--- config.mk ---
export PLATFORM = sky130hd
export DESIGN_NAME = two_class_direction_arbiter
export DESIGN_NICKNAME = d
export VERILOG_FILES = /design/src/rtl/tcda_pkg.sv /design/src/rtl/tcda_ram.sv /design/src/rtl/two_class_direction_arbiter.sv
export SDC_FILE = /design/constraint.sdc
export NUM_CORES = 1
export LEC_CHECK = 0
export BUFFER_PORTS_ARGS = -buffer_cell sky130_fd_sc_hd__buf_2
export CORE_MARGIN = 2
export CORE_UTILIZATION = 35
export CTS_BUF_LIST = sky130_fd_sc_hd__clkbuf_2 sky130_fd_sc_hd__clkbuf_4 sky130_fd_sc_hd__clkbuf_8
export CTS_CLUSTER_DIAMETER = 100
export DETAILED_ROUTE_END_ITERATION = 12
export HOLD_SLACK_MARGIN = 0.08
export PLACE_DENSITY = 0.61
export SYNTH_ARGS = -nofsm -noshare
export SYNTH_HDL_FRONTEND = slang
export SYNTH_SLANG_ARGS = --single-unit
--- constraint.sdc ---
create_clock -name i_clk -period 3.84 [get_ports i_clk]
set_input_delay 0.576 -clock i_clk [delete_from_list [all_inputs] [get_ports i_clk]]
set_output_delay 0.576 -clock i_clk [all_outputs]
set_load 0.05 [all_outputs]
--- src/rtl/tcda_pkg.sv ---
// ----------------------------------------------------------------------------
// tcda_pkg: shared definitions of the two-class direction arbiter
// Result status codes, queue numbering and fixed field widths.
// ----------------------------------------------------------------------------
`default_nettype none

package tcda_pkg;

    // Default depth of each of the four requester queues.
    localparam int QUEUE_DEPTH_DEF = 16;

    // Number of queues: one for each direction and class.
    localparam int NUM_QUEUES = 4;

    // Fixed field widths.
    localparam int ID_W     = 8;
    localparam int STREAK_W = 4;

    // Streak saturation value and reset value of the streak limit.
    localparam logic [STREAK_W-1:0] STREAK_MAX       = 4'd15;
    localparam logic [STREAK_W-1:0] STREAK_LIMIT_RST = 4'd3;

    // Configuration register byte addresses.
    localparam logic [1:0] ADDR_STREAK_LIMIT = 2'd0;

    // Request kinds.
    localparam logic REQ_ENQUEUE  = 1'b0;
    localparam logic REQ_DISPATCH = 1'b1;

    // Directions.
    localparam logic DIR_EAST = 1'b0;
    localparam logic DIR_WEST = 1'b1;

    // Result status codes.
    typedef enum logic [1:0] {
        STATUS_GRANTED = 2'd0,
        STATUS_EMPTY   = 2'd1,
        STATUS_QUEUED  = 2'd2,
        STATUS_FULL    = 2'd3
    } t_status;

endpackage

`default_nettype wire

--- src/rtl/tcda_ram.sv ---
// ----------------------------------------------------------------------------
// tcda_ram: generic single-write, single-read RAM
// One write port and one read port with a registered, enabled read.
// ----------------------------------------------------------------------------
`default_nettype none

module tcda_ram #(
    parameter int WIDTH = 8,
    parameter int DEPTH = 64
) (
    input  wire logic                     i_clk,
    input  wire logic                     i_we,
    input  wire logic [$clog2(DEPTH)-1:0] i_waddr,
    input  wire logic [WIDTH-1:0]         i_wdata,
    input  wire logic                     i_re,
    input  wire logic [$clog2(DEPTH)-1:0] i_raddr,
    output logic      [WIDTH-1:0]         o_rdata
);

    logic [WIDTH-1:0] r_mem [DEPTH];
    logic [WIDTH-1:0] r_rdata;

    // Write port.
    always_ff @(posedge i_clk) begin
        if (i_we) begin
            r_mem[i_waddr] <= i_wdata;
        end
    end

    // Registered read port; the data holds while the read is not enabled.
    always_ff @(posedge i_clk) begin
        if (i_re) begin
            r_rdata <= r_mem[i_raddr];
        end
    end

    assign o_rdata = r_rdata;

endmodule

`default_nettype wire

--- src/rtl/two_class_direction_arbiter.sv ---
// A result is registered and appears on the master side in the cycle after its transaction is accepted.
// One item per cycle while the master side takes results; the single result register refills in the cycle it drains.
// The id store is one RAM of 4 x QUEUE_DEPTH entries with a registered read port.
// Reset (synchronous, active low) clears queue heads, counts, streak, last direction
// and sets the streak limit to 3; the id store needs no clearing pass.
// ----------------------------------------------------------------------------
// two_class_direction_arbiter: four-queue grant arbiter with direction streaks
// Enqueues requester ids per direction and class and grants one id per
// dispatch, high class first, alternating directions, forcing a turn after
// a programmable streak of grants in one direction.
// ----------------------------------------------------------------------------
`default_nettype none

module two_class_direction_arbiter
    import tcda_pkg::*;
#(
    parameter int QUEUE_DEPTH = QUEUE_DEPTH_DEF
) (
    input  wire logic        i_clk,
    input  wire logic        i_rst_n,
    // Slave side: tdata = {high_priority[9], direction[8], train_id[7:0]}
    input  wire logic        s_axis_tvalid,
    output logic             s_axis_tready,
    input  wire logic [15:0] s_axis_tdata,
    // tuser = {req_type[0]}
    input  wire logic        s_axis_tuser,
    // Master side: tdata = {granted_priority[9], granted_direction[8], granted_id[7:0]}
    output logic             m_axis_tvalid,
    input  wire logic        m_axis_tready,
    output logic      [15:0] m_axis_tdata,
    // tuser = {status[1:0]}
    output logic      [1:0]  m_axis_tuser,
    // Configuration port
    input  wire logic        psel,
    input  wire logic        penable,
    input  wire logic        pwrite,
    input  wire logic [1:0]  paddr,
    input  wire logic [31:0] pwdata,
    output logic      [31:0] prdata,
    output logic             pready
);

    localparam int HEAD_W = (QUEUE_DEPTH > 1) ? $clog2(QUEUE_DEPTH) : 1;
    localparam int CNT_W  = $clog2(QUEUE_DEPTH + 1);
    localparam int SUM_W  = CNT_W + 1;
    localparam int ADDR_W = $clog2(NUM_QUEUES * QUEUE_DEPTH);

    // State.
    logic [HEAD_W-1:0]   r_head  [NUM_QUEUES];
    logic [CNT_W-1:0]    r_count [NUM_QUEUES];
    logic                r_last_dir;
    logic [STREAK_W-1:0] r_streak;
    logic [STREAK_W-1:0] r_streak_limit;

    // Result register.
    logic                r_out_valid;
    t_status             r_status;
    logic                r_gdir;
    logic                r_ghi;

    // Input fields.
    logic            in_req;
    logic [ID_W-1:0] in_id;
    logic            in_dir;
    logic            in_hi;
    logic            in_accept;

    // Decision.
    logic [NUM_QUEUES-1:0] has;
    logic [1:0]            enq_q;
    logic                  enq_full;
    logic [SUM_W-1:0]      pos_sum;
    logic [HEAD_W-1:0]     enq_pos;
    logic                  forced;
    logic                  opp;
    logic                  g_found;
    logic                  g_dir;
    logic                  g_hi;
    logic [1:0]            g_q;
    logic [HEAD_W-1:0]     g_head_next;
    logic                  do_enq;
    logic                  do_grant;
    t_status               n_status;
    logic [ADDR_W-1:0]     waddr;
    logic [ADDR_W-1:0]     raddr;
    logic [ID_W-1:0]       ram_rdata;

    assign in_id  = s_axis_tdata[7:0];
    assign in_dir = s_axis_tdata[8];
    assign in_hi  = s_axis_tdata[9];
    assign in_req = s_axis_tuser;

    // Accept whenever the result register is empty or drains this cycle.
    assign s_axis_tready = !r_out_valid || m_axis_tready;
    assign in_accept     = s_axis_tvalid && s_axis_tready;

    // Queue occupancy flags; queue number is direction * 2 + class.
    always_comb begin
        for (int q = 0; q < NUM_QUEUES; q++) begin
            has[q] = (r_count[q] != '0);
        end
    end

    // Enqueue position: head plus count, wrapped at the queue depth.
    assign enq_q    = {in_dir, in_hi};
    assign enq_full = (r_count[enq_q] == CNT_W'(QUEUE_DEPTH));
    assign pos_sum  = SUM_W'(r_head[enq_q]) + SUM_W'(r_count[enq_q]);
    assign enq_pos  = (pos_sum >= SUM_W'(QUEUE_DEPTH))
                    ? HEAD_W'(pos_sum - SUM_W'(QUEUE_DEPTH))
                    : HEAD_W'(pos_sum);

    // Grant selection: forced turn first, then high before low, alternating.
    assign forced = (r_streak >= r_streak_limit);
    assign opp    = ~r_last_dir;

    always_comb begin
        g_found = 1'b1;
        g_dir   = DIR_EAST;
        g_hi    = 1'b1;
        if (forced && has[{opp, 1'b1}]) begin
            g_dir = opp;
            g_hi  = 1'b1;
        end else if (forced && has[{opp, 1'b0}]) begin
            g_dir = opp;
            g_hi  = 1'b0;
        end else if (has[{DIR_EAST, 1'b1}] && has[{DIR_WEST, 1'b1}]) begin
            g_dir = opp;
            g_hi  = 1'b1;
        end else if (has[{DIR_EAST, 1'b1}]) begin
            g_dir = DIR_EAST;
            g_hi  = 1'b1;
        end else if (has[{DIR_WEST, 1'b1}]) begin
            g_dir = DIR_WEST;
            g_hi  = 1'b1;
        end else if (has[{DIR_EAST, 1'b0}] && has[{DIR_WEST, 1'b0}]) begin
            g_dir = opp;
            g_hi  = 1'b0;
        end else if (has[{DIR_EAST, 1'b0}]) begin
            g_dir = DIR_EAST;
            g_hi  = 1'b0;
        end else if (has[{DIR_WEST, 1'b0}]) begin
            g_dir = DIR_WEST;
            g_hi  = 1'b0;
        end else begin
            g_found = 1'b0;
        end
    end

    assign g_q         = {g_dir, g_hi};
    assign g_head_next = (r_head[g_q] == HEAD_W'(QUEUE_DEPTH - 1))
                       ? '0 : r_head[g_q] + HEAD_W'(1);

    // Operation of the accepted transaction and its status.
    assign do_enq   = in_accept && (in_req == REQ_ENQUEUE) && !enq_full;
    assign do_grant = in_accept && (in_req == REQ_DISPATCH) && g_found;

    always_comb begin
        if (in_req == REQ_ENQUEUE) begin
            n_status = enq_full ? STATUS_FULL : STATUS_QUEUED;
        end else begin
            n_status = g_found ? STATUS_GRANTED : STATUS_EMPTY;
        end
    end

    // Store addresses: queue base plus position within the queue.
    assign waddr = ADDR_W'(enq_q) * ADDR_W'(QUEUE_DEPTH) + ADDR_W'(enq_pos);
    assign raddr = ADDR_W'(g_q) * ADDR_W'(QUEUE_DEPTH) + ADDR_W'(r_head[g_q]);

    tcda_ram #(
        .WIDTH (ID_W),
        .DEPTH (NUM_QUEUES * QUEUE_DEPTH)
    ) u_id_ram (
        .i_clk   (i_clk),
        .i_we    (do_enq),
        .i_waddr (waddr),
        .i_wdata (in_id),
        .i_re    (do_grant),
        .i_raddr (raddr),
        .o_rdata (ram_rdata)
    );

    // Queue pointers, occupancy and streak tracking.
    always_ff @(posedge i_clk) begin
        if (!i_rst_n) begin
            for (int q = 0; q < NUM_QUEUES; q++) begin
                r_head[q]  <= '0;
                r_count[q] <= '0;
            end
            r_last_dir <= DIR_EAST;
            r_streak   <= '0;
        end else begin
            if (do_enq) begin
                r_count[enq_q] <= r_count[enq_q] + CNT_W'(1);
            end
            if (do_grant) begin
                r_head[g_q]  <= g_head_next;
                r_count[g_q] <= r_count[g_q] - CNT_W'(1);
                if (g_dir == r_last_dir) begin
                    if (r_streak != STREAK_MAX) begin
                        r_streak <= r_streak + STREAK_W'(1);
                    end
                end else begin
                    r_last_dir <= g_dir;
                    r_streak   <= STREAK_W'(1);
                end
            end
        end
    end

    // Result register control.
    always_ff @(posedge i_clk) begin
        if (!i_rst_n) begin
            r_out_valid <= 1'b0;
        end else if (in_accept) begin
            r_out_valid <= 1'b1;
        end else if (m_axis_tready) begin
            r_out_valid <= 1'b0;
        end
    end

    // Result payload; the granted id comes from the RAM read register.
    always_ff @(posedge i_clk) begin
        if (in_accept) begin
            r_status <= n_status;
            r_gdir   <= do_grant ? g_dir : 1'b0;
            r_ghi    <= do_grant ? g_hi : 1'b0;
        end
    end

    assign m_axis_tvalid = r_out_valid;
    assign m_axis_tuser  = r_status;
    assign m_axis_tdata  = {6'b0, r_ghi, r_gdir,
                            (r_status == STATUS_GRANTED) ? ram_rdata : ID_W'(0)};

    // Configuration register: the only register lies at address 0.
    always_ff @(posedge i_clk) begin
        if (!i_rst_n) begin
            r_streak_limit <= STREAK_LIMIT_RST;
        end else if (psel && penable && pwrite && pready
                     && (paddr == ADDR_STREAK_LIMIT)) begin
            r_streak_limit <= pwdata[STREAK_W-1:0];
        end
    end

    assign pready = 1'b1;
    assign prdata = {28'd0, r_streak_limit};

endmodule

`default_nettype wire

Word level (Yosys, flattened, before mapping):

Memory sizes are Yosys's and may differ from the RTL's. A register that Yosys moved wholly into a read port is not among the register bits.
Cells that the tools add are included.
W data, S select, Z words.

* word-level logic and storage cells: 111
* RAM bits: 548
* memory bits (read-only): 0
* bits in latches: 0
* output and inout bits: 53
* memories: 3
* flip-flop bits (word level): 14
* input port bits: 58

Memories
* u_id_ram.r_mem: depth 64, bits a word 8, read ports 1, clocked after Yosys merged registers in 1, write ports 1, line tcda_ram.sv:20 `logic [WIDTH-1:0] r_mem [DEPTH];`
* r_count: depth 4, bits a word 5, read ports 6, clocked after Yosys merged registers in 0, write ports 4, line two_class_direction_arbiter.sv:50 `logic [CNT_W-1:0] r_count [NUM_QUEUES];`
* r_head: depth 4, bits a word 4, read ports 2, clocked after Yosys merged registers in 0, write ports 4, line two_class_direction_arbiter.sv:49 `logic [HEAD_W-1:0] r_head [NUM_QUEUES];`

* bitwise logic cells: 3
* multipliers: 0
* add/subtract/negate cells: 8
* order comparisons: 4
* mux-type cells: 54
* eq/ne operators: 5
* reductions and logical operators: 27
* divide/modulo/power cells: 0
* shifts and indexed selects: 0

Operator list (number)
* $mux W1: 42
* $mux W4: 5
* $reduce_bool A5 Y1: 4
* $add A6 B4 Y6: 2
* $logic_and A1 B1 Y1: 12
* $mux W5: 2
* $reduce_or A5 Y1: 2
* $add A4 B1 Y4 const B: 2
* $mux W2: 4
* $mux W8: 1
* $add A4 B5 Y6: 1
* $ge A6 B5 Y1 const B: 1
* $lt A2 B3 Y1 const B: 2
* $add A5 B1 Y5 const B: 1
* $eq A5 B5 Y1 const B: 1
* $sub A5 B1 Y5 const B: 1
* $eq A4 B4 Y1 const B: 1
* $ge A4 B4 Y1: 1
* $logic_not A2 Y1: 2
* $ne A4 B4 Y1 const B: 1
* $reduce_and A2 Y1: 2
* $reduce_or A4 Y1: 1
* $sub A4 B1 Y4 const B: 1
* $not A1 Y1: 3
* other kinds (5): 6

Logic depth before layout (Yosys ltp):

Gate-level depths: netlist (run 1).
An unclocked memory read counts as a cell.

* word-level depth: 16
* depth in mapped cells: 19
* mapped depth without buffers: 14

Hierarchy:

A second synthesis (run 1) with hierarchy kept.

* cell total of the unflattened synthesis: 1303
* area, all modules: 23739.0 µm²

By module, submodules not included
* tcda_ram: instances 1, cells an instance 940, sequential area each 15615.0 µm², area an instance 20246.9 µm²
* two_class_direction_arbiter: instances 1, cells an instance 363, sequential area each 1401.3 µm², area an instance 3492.1 µm²

Worst setup path before layout (run 1):

OpenSTA, ideal clock, no wires.

* path type: input to register
* start point: in s_axis_tdata[9]
* end point: mem u_id_ram.r_mem[56][0] (enable)
* data arrival time: 3.560 ns
* setup time: 0.371 ns
* path slack: -0.091 ns
* stages on the path: 10
* data required time: 3.469 ns
* buffers on the path: 2
* path through: clkbuf_1 > buf_1 > mux4_2 > ha_1 > a21o_1 > a21oi_1 > xnor2_1 > xor2_1 > nand3_1 > nor2_1

* word-level cells in the longest chain between the ends: 6
* elaborated cells on any way between the ends: 12
* those cells by class: add/sub (3); order compare (1); eq/ne (1); mux (3); reduce/logical (2); memory (2)

Ends and longest elaborated chain
* from (decl): line two_class_direction_arbiter.sv:24 `input wire logic [15:0] s_axis_tdata,`
* branches (longest 6 deep; another with $add A4 B5 Y6)
* to (decl): line tcda_ram.sv:20

Several ways; the timed one is not identified.

==> results.toml, run 1 <==
[outcome]
status = "finished, violations left"
violations = "negative setup slack"

[logic_synthesis]
syn_inst = 1836
ys_top_cells_by_area = "edfxtp_1, nand2_1, mux2i_1, nand3_1, nor2_1"
synth_edf_count = 560
synthMuxAreaShare = 0.0549
synth_top_family_by_area = "simple AND/OR/NAND/NOR gates"
synthDistinctLibCells = 72
yosys.area_share.simple = 0.140
synth_compound_area_frac = 0.0532
yosys.area_share.adder = 0.00703
avgSynthCellArea_um2 = 13.2
syn_area_um2 = 24200
yosysSeqAreaShare = 0.703
synth-seq-cells = 570
synth_xor_area_frac = 0.00434
yosys_warnings = 0
synth-main-ff-cell = "edfxtp_1"
synth_largest_area_cell = "edfxtp_1"
synth_top_area_share = 0.695
synthArstFlopShare = 0

[sta]
period_minus_slack_ns = 3.89
finalSetupViolCount = 3
finalHoldViolations = 0
rsz0062_at_grt = "true"
timing.final.ws_setup_ns = -0.0488
clock_skew_ns = 0.0488
tightest_slew_ns = 1.28
max-slew-margin-rel = 0.145
max_clock_freq_mhz = 257
finalMaxSlewViolations = 0
fin_tns_setup_ns = -0.0661
finalCritPeriodShare = 1.01

[grt]
grtUsageMet3 = 0.0447
grt_max_degree = 65
grt_overflow_total = 0
track_usage = 0.180
grt.busiest_layer = "met2"
grt_antenna_before_repair = 1
met2_usage = 0.273
grt_pass1_vias = 15700
grt_pass1_wl_um = 95900
use_met1 = 0.252

[die]
io_pins = 111
fp.dieH_um = 267
rows = 96
start_util = 0.353
core_area_um2 = 68600
die_w_um = 267
die_area_um2 = 71300

[min_path]
worstHoldEndpoint = "m_axis_tvalid"
hold_class = "input port to flip-flop"
whs_path_depth = 3
hp-start = "s_axis_tvalid"

[worst_setup_path]
startpoint_type = "flip-flop"
worstPathArrival_ns = 4.34
end_kind = "flip-flop"
crit_path_max_fanout = 6
ff2ff_setup_slack_ns = -0.05
worstSetupPathType = "flip-flop to flip-flop"
required_ns = 4.29
r2r_start = "r_count[3][0]"
regToRegEndpoint = "u_id_ram.o_rdata[4]"
r2r_cells = 15

[cells_and_area]
syn_to_final_growth_pct = 23.1
postLayoutCellArea_um2 = 29800
nFillCells = 6205
layoutNonFillerInstCount = 3141
drive_above_1_share = 0.255
antenna_cells = 0
most-common-layout-cells = "edfxtp_1, nand2_1, buf_4, nand3_1, nor2_1"
nNetsFinal = 2202
final_common_cell = "edfxtp_1"

[placed_design]
place_hpwl_um = 42000
gp_congestion = 0.921
dp.cells = 2938
dpl_cell_area_um2 = 26900
portBuffers = 41

[power]
power_density_nw_per_um2 = 520
p_total_w = 0.0155
power_leakage_nw = 10.8
ir_drop_mv = 0.231

[clock_tree]
cts_buffers = 94
clockBufferDepth = 3
clk_latency_ns = 0.70
cts_sinks = 570
cts_max_level = 3
root_buffer = "clkbuf_8"
cts_tree = "built"
clk_pin_slew_ns = 0.06

[route]
route.detailed.drc = 0
postRouteWirelength_um = 65600
initialDrtViolationCount = 1691
vias = 16300
dr.pass1.iters = 5
vias_per_cell = 5.18
routedWlPerCell_um = 20.9
final_antenna_net_count = 0

[job]
maxCapViolations = 0
## metrics by stage
step | hold slack (ns) | setup WS, ns | util
4_1_cts | 0.116 | -0.00312 | 0.425
3_3_place_gp | 0.520 | -0.290 | 0.393
6_report | 0.170 | -0.0488 | 0.435
5_1_grt | 0.156 | -0.115 | 0.435
2_1_floorplan | 0.478 | -0.0906 | -
3_5_place_dp | 0.527 | -0.397 | 0.393
## power by group
part / switching (W) / total (W) / internal [W]
logic: 0.00185 / 0.00304 / 0.00120
registers: 0.0000456 / 0.00698 / 0.00693
clock network: 0.00246 / 0.00547 / 0.00302
total: 0.00435 / 0.0155 / 0.0111
## worst max path at each step
| stage | from | end | slack, ns | depth (start not counted) |
|---|---|---|---|---|
| floorplan | s_axis_tdata[9] | u_id_ram.r_mem[56][0] | -0.09 | 10 |
| global placement | r_count[3][4] | u_id_ram.o_rdata[6] | -0.29 | 14 |
| detailed placement | r_count[3][4] | u_id_ram.o_rdata[6] | -0.40 | 14 |
| CTS | r_count[3][4] | u_id_ram.o_rdata[0] | -0.003 | 13 |
| global route | r_count[3][0] | u_id_ram.o_rdata[4] | -0.11 | 15 |
| finish | r_count[3][0] | u_id_ram.o_rdata[4] | -0.05 | 15 |
## sequential cells by signal, summed over array words and instances (netlist names)
| signal | cells |
|---|---|
| u_id_ram.r_mem | 512 |
| r_count | 20 |
| r_head | 16 |
| u_id_ram.o_rdata | 8 |
| r_streak | 4 |
| r_streak_limit | 4 |
| m_axis_tuser | 2 |
| m_axis_tvalid | 1 |
| r_gdir | 1 |
| r_ghi | 1 |
| r_last_dir | 1 |
## cell type report
class | instances | area, um2 | share of cell area
multi-input combinational | 1138 | 6960 | 0.233
clock buffer | 124 | 1530 | 0.0514
inverter | 30 | 136 | 0.00458
tap | 931 | 1160 | 0.0391
timing repair buffer | 297 | 2610 | 0.0874
clock inverter | 51 | 395 | 0.0133
sequential | 570 | 17000 | 0.571
## Yosys cell counts, types with 9 or more instances
| master | instances |
|---|---|
| o211ai_1 | 9 |
| a21oi_1 | 38 |
| nor3_1 | 25 |
| o221ai_1 | 13 |
| ha_1 | 12 |
| buf_2 | 39 |
| inv_1 | 27 |
| nor2b_1 | 9 |
| buf_4 | 49 |
| and3_1 | 12 |
| a31oi_1 | 29 |
| o21ai_0 | 27 |
| clkbuf_1 | 30 |
| nand4_1 | 13 |
| and2_1 | 13 |
| mux4_2 | 16 |
| dfxtp_1 | 10 |
| a221oi_1 | 12 |
| edfxtp_1 | 560 |
| nor2_1 | 155 |
| nand2_1 | 367 |
| mux2i_1 | 90 |
| a22oi_1 | 10 |
| nand3_1 | 162 |
## kinds of logic (layout without fill, tap and decap cells)
group,Yosys count,in the layout
other,2,35
buffers and inverters,162,502
AND/OR/NAND/NOR,779,780
multiplexers,112,112
XOR/XNOR,12,12
flip-flops,570,570
AO/OA/AOI/OAI,186,186
adder cells (fa/ha/maj),13,13
## worst max-delay path, cell delays in order, from the launching register on
cell      delay, ns
edfxtp_1       0.39
or3_4          0.41
or3_4          0.43
buf_4          0.17
o31ai_4        0.17
buf_6          0.16
o21ai_2        0.08
a22o_4         0.32
buf_4          0.16
buf_12         0.11
buf_4          0.15
mux2i_2        0.18
a221oi_2       0.10
nor4_2         0.43
a22oi_2        0.20
and3_1         0.21
## timing repair
item                       4_1_cts  5_1_grt
setup endpoints to repair       20       16
hold endpoints to repair         2        0
cloned                           1        5
gates resized for setup         40       83
buffers inserted                11       12
hold buffers                     2        0
pin swaps                        8       33
## layer usage
metal | share of wire | vias up
met4 | 0.027 | 2
met1 | 0.43 | 8053
met3 | 0.088 | 123
met2 | 0.45 | 749
li1 | - | 7332
met5 | 0.00020 | -
(Power assumes the default switching activity.)
==> run 2: changes to the inputs <==
Settings changed: MAX_ROUTING_LAYER from default to met4.
==> results.toml, run 2 (synthesis results as in run 1) <==
[power]
power_density_nw_per_um2 = 511
ir_drop_mv = 0.254
power_leakage_nw = 10.7

[die]
io_pins = 111
core_area_um2 = 68600
die_w_um = 267
die_area_um2 = 71300
rows = 96
fp.dieH_um = 267
start_util = 0.353

[route]
initialDrtViolationCount = 1699
vias_per_cell = 5.17
routedWlPerCell_um = 20.8
postRouteWirelength_um = 64900
vias = 16200
final_antenna_net_count = 0
route.detailed.drc = 0
dr.pass1.iters = 6

[worst_setup_path]
worstSetupPathType = "flip-flop to flip-flop"
required_ns = 4.28
endpoint = "u_id_ram.o_rdata[5]"
startpoint_type = "flip-flop"
r2r_start = "r_count[3][4]"
end_kind = "flip-flop"
worstPathArrival_ns = 4.23
crit_path_max_fanout = 18
r2r_cells = 15
crit_start = "r_count[3][4]"
ff2ff_setup_slack_ns = 0.05
regToRegEndpoint = "u_id_ram.o_rdata[5]"

[sta]
finalSetupViolCount = 0
clock_skew_ns = 0.0328
period_minus_slack_ns = 3.79
tightest_slew_ns = 1.20
max-slew-margin-rel = 0.201
finalHoldViolations = 0
timing.final.ws_setup_ns = 0.0518
holdWs_ns = 0.159
fin_tns_setup_ns = 0
finalCritPeriodShare = 0.987
max_clock_freq_mhz = 264
rsz0062_at_grt = "true"
finalMaxSlewViolations = 0

[grt]
grt_antenna_before_repair = 2
grt_max_degree = 65
grt_pass1_wl_um = 97100
track_usage = 0.188
grt_pass1_vias = 15900
grt_overflow_total = 0

[placed_design]
place_hpwl_um = 41300
dp.cells = 2926
gp_congestion = 0.916
place_ws_ns = -0.479
portBuffers = 41

[cells_and_area]
nFillCells = 6153
final_common_cell = "edfxtp_1"
registers.top_by_ff_count = "u_id_ram.r_mem"
nNetsFinal = 2194
layoutNonFillerInstCount = 3128
seq_area_um2 = 17000
largest_reg_flops = 512
drive_above_1_share = 0.252
utilization = 0.432
top_regs = "u_id_ram.r_mem (512), r_count (20), r_head (16)"
syn_to_final_growth_pct = 22.4
most-common-layout-cells = "edfxtp_1, nand2_1, buf_4, nand3_1, nor2_1"
multiInputGateArea_um2 = 6970

[clock_tree]
clk_latency_ns = 0.69
clk_pin_slew_ns = 0.06
cts_sinks = 570
root_buffer = "clkbuf_8"
clockBufferDepth = 3
cts_buffers = 94
cts_max_level = 3
cts_tree = "built"

[min_path]
hp-start = "pwdata[3]"
whs_path_depth = 3
hold_class = "input port to flip-flop"

[job]
maxCapViolations = 0

[outcome]
status = "finished clean"
-- run 2: power breakdown --
part	internal, W	switching, W	leakage, nW
Sequential	0.00693	0.0000424	5.17
Combinational	0.00114	0.00183	4.60
Clock	0.00277	0.00241	0.974
Total	0.0108	0.00429	10.7
-- run 2: critical path, stage by stage, from the launching register on --
cell and delay, ns:
edfxtp_1 0.37, or3_4 0.41, or3_4 0.38, a2bb2oi_2 0.21, a21oi_4 0.15, buf_12 0.15
o21ai_4 0.10, a22o_4 0.36, buf_4 0.17, buf_6 0.15, buf_12 0.16, nor2_1 0.08
nor2_1 0.05, o211ai_1 0.28, nand4_1 0.25, and4b_1 0.26
-- run 2: cell type report --
| class | count | area share |
|---|---|---|
| clock inverters | 41 | 0.00887 |
| flip-flops and latches | 570 | 0.574 |
| well taps | 931 | 0.0393 |
| multi-input cells | 1139 | 0.235 |
| inverters | 30 | 0.00477 |
| diodes | 1 | 0.0000845 |
| repair buffers | 288 | 0.0848 |
| clock buffers | 128 | 0.0525 |
-- run 2: metrics by stage --
step / power (W) / area, um2
6_report: 0.0151 / 29600
4_1_cts: 0.0151 / 29300
3_5_place_dp: 0.00970 / 26800
3_3_place_gp: 0.00966 / 26800
5_1_grt: 0.0157 / 29600
2_1_floorplan: 0.00866 / 24400
-- run 2: timing repair --
action	in CTS	in global routing
endpoints found under the setup margin	24	11
cloned	5	0
setup buffers	17	9
pin swaps	20	16
gates resized for setup	79	45
hold endpoints to repair	2	0
hold buffers	2	0
-- run 2: worst min path at each step --
stage,to,slack (ns)
after floorplan,r_streak[0],0.48
after global placement,m_axis_tvalid,0.52
after detailed placement,m_axis_tvalid,0.55
after CTS,r_streak_limit[3],0.11
after global routing,r_streak_limit[3],0.14
final,r_streak_limit[3],0.16
-- run 2: per-layer routing --
metal,up-vias,part of all wire,track usage
li1,7317,-,-
met1,8016,0.43,0.253
met2,720,0.44,0.276
met3,119,0.090,0.0459
met4,0,0.033,0.0667
met5,-,0,-
==> run 3: changes to the inputs <==
Settings changed: REMOVE_ABC_BUFFERS from default to 1, SYNTH_HIERARCHICAL from default to 1.
==> results.toml, run 3 <==
[outcome]
status = "finished, violations left"
violations = "negative setup slack"

[logic_synthesis]
synth_top_family_by_area = "multiplexers"
syn_inst = 1303
yosys.area_share.simple = 0.0552
yosysSeqAreaShare = 0.717
yosys.area_share.adder = 0.00717
synth-seq-cells = 570
synth_xor_area_frac = 0.00295
synth-main-ff-cell = "edfxtp_1"
synthArstFlopShare = 0
syn_area_um2 = 23700
synthMostInstantiatedCell = "edfxtp_1"
synth_common_cells = "edfxtp_1, mux4_2, nor2_1"
synthMuxAreaShare = 0.149
synthDistinctLibCells = 69
synth_compound_area_frac = 0.0373
synth_edf_count = 560
synth_top_area_share = 0.708
ys_top_cells_by_area = "edfxtp_1, mux4_2, nor2_1, buf_4, mux2i_1"
synth_largest_area_cell = "edfxtp_1"
yosys_warnings = 6
avgSynthCellArea_um2 = 18.2

[die]
start_util = 0.353
die_area_um2 = 69900
die_w_um = 264
rows = 95
fp.dieH_um = 264
io_pins = 111
core_area_um2 = 67200

[worst_setup_path]
cp_common_cell = "mux4_2"
cpPeakStageDelay_ns = 0.56
path_depth = 15
r2r_cells = 15
worstPathArrival_ns = 4.54
crit_chain = "or4_4 -> or2_4 -> buf_6 -> a311oi_2 -> buf_4 -> o21ai_2 -> nand3_2 -> and2_4 -> buf_12 -> buf_16 -> mux4_2 -> mux4_2 -> nor2_2 -> nor3_1 -> o2bb2ai_1"
crit_slowest_cell = "or4_4"
end_kind = "flip-flop"
startpoint_type = "flip-flop"
critPathTopFamily = "simple AND/OR/NAND/NOR gates"
required_ns = 4.26
cp_num_buf_inv = 4
worstSetupPathType = "flip-flop to flip-flop"
crit_path_max_fanout = 7

[clock_tree]
cts_max_level = 3
cts_buffers = 89
clk_latency_ns = 0.67
cts_sinks = 570
clk_pin_slew_ns = 0.07
root_buffer = "clkbuf_8"
clockBufferDepth = 3
cts_tree = "built"
ctsHoldBuffers = 0

[cells_and_area]
nNetsFinal = 1691
utilization = 0.430
nFillCells = 5840
registers.top_by_ff_count = "u_id_ram/r_mem"
final_common_cell = "edfxtp_1"
top_regs = "u_id_ram/r_mem (512), r_count (20), r_head (16)"
multiInputGateArea_um2 = 6360
seq_area_um2 = 17000
most-common-layout-cells = "edfxtp_1, buf_4, mux4_2, nor2_1, clkbuf_8"
drive_above_1_share = 0.380
largest_reg_flops = 512
syn_to_final_growth_pct = 21.6

[route]
dr.pass1.iters = 7
vias_per_cell = 5.21
routedWlPerCell_um = 22.4
route.detailed.drc = 0
final_antenna_net_count = 0
postRouteWirelength_um = 57400
initialDrtViolationCount = 1332
vias = 13400

[min_path]
whs_path_depth = 3
hold_class = "input port to flip-flop"

[placed_design]
gp_congestion = 0.891
place_hpwl_um = 37000
portBuffers = 41
place_ws_ns = -0.555

[grt]
grt_pass1_wl_um = 86400
grt_antenna_before_repair = 3
track_usage = 0.171
grt_pass1_vias = 13700
grt_max_degree = 65
grt_overflow_total = 0

[power]
p_total_w = 0.0159
power_leakage_nw = 9.81
ir_drop_mv = 0.246
power_density_nw_per_um2 = 549

[sta]
timing.final.ws_setup_ns = -0.281
tightest_slew_ns = 1.22
finalCritPeriodShare = 1.07
max_clock_freq_mhz = 243
max-slew-margin-rel = 0.186
fin_tns_setup_ns = -1.78
finalSetupViolCount = 8
finalHoldViolations = 0
clock_skew_ns = 0.0323
finalMaxSlewViolations = 0
period_minus_slack_ns = 4.12
rsz0062_at_grt = "true"

[job]
maxCapViolations = 0
## run 3: cell types whose count changed after synthesis, sizes merged, moves of 16 or more
cell	before	now
a21oi	39	23
a31oi	29	4
buf	102	77
mux2i	90	34
mux4	16	135
nand2	367	52
nand3	162	37
nor2	156	112
## run 3: final timing paths
check                     start             endpoint  slack, ns
hold reg to reg     r_streak[3]          r_streak[3]       0.48
setup / recovery  r_count[3][3]  u_id_ram/o_rdata[1]      -0.28
hold / removal        pwdata[1]    r_streak_limit[1]       0.14
setup reg to reg  r_count[3][3]  u_id_ram/o_rdata[1]      -0.28
## run 3: area by class of cell
cell class                 count  share of cell area
antenna                        3            0.000260
clock inverter                39             0.00954
tap                          873              0.0379
clock buffer                 121              0.0516
sequential                   570               0.590
multi-input combinational    643               0.220
inverter                      24             0.00317
timing repair buffer         292              0.0875
## run 3: metal layers
metal	vias to the layer above	wire [um]	global-route usage
met2	507	28800	0.281
met3	99	3710	0.0306
met5	-	0	-
met1	6907	23600	0.215
li1	5845	-	-
met4	0	1250	0.0559
## run 3: timing repair
item                                    in CTS  in global routing
setup buffers                               22                  9
resized for setup                           48                 30
endpoints found under the setup margin       8                 24
cloned                                       6                  0
pin swaps                                   23                  9
## run 3: logic make-up after synthesis
| logic type | count (synthesis) |
|---|---|
| flip-flops | 570 |
| AND/OR/NAND/NOR | 281 |
| multiplexers | 183 |
| AO/OA/AOI/OAI | 123 |
| buffers and inverters | 123 |
| adder cells (fa/ha/maj) | 13 |
| XOR/XNOR | 8 |
| other | 2 |
## run 3: worst reg2reg max path, stage by stage, from the launching register on
cell and delay [ns]:
edfxtp_1 0.39, or4_4 0.56, or2_4 0.29, buf_6 0.12, a311oi_2 0.20, buf_4 0.18, o21ai_2 0.06, nand3_2 0.09
and2_4 0.23, buf_12 0.15, buf_16 0.17, mux4_2 0.57, mux4_2 0.53, nor2_2 0.16, nor3_1 0.07, o2bb2ai_1 0.13
## run 3: power by group
group	switching (W)	leakage, nW	total, W	internal (W)
sequential	0.0000324	5.17	0.00697	0.00694
combinational	0.00195	3.70	0.00382	0.00187
clock	0.00233	0.939	0.00506	0.00273
## run 3: through the flow
| stage | area (um2) | hold WS (ns) | std cells |
|---|---|---|---|
| after detailed placement | 26300 | 0.473 | 2369 |
| final | 28900 | 0.138 | 2565 |
| after floorplan | 23200 | 0.478 | 1237 |
| after global placement | 26300 | 0.465 | 2369 |
| after CTS | 28700 | 0.0842 | 2556 |
| after global routing | 28900 | 0.117 | 2565 |
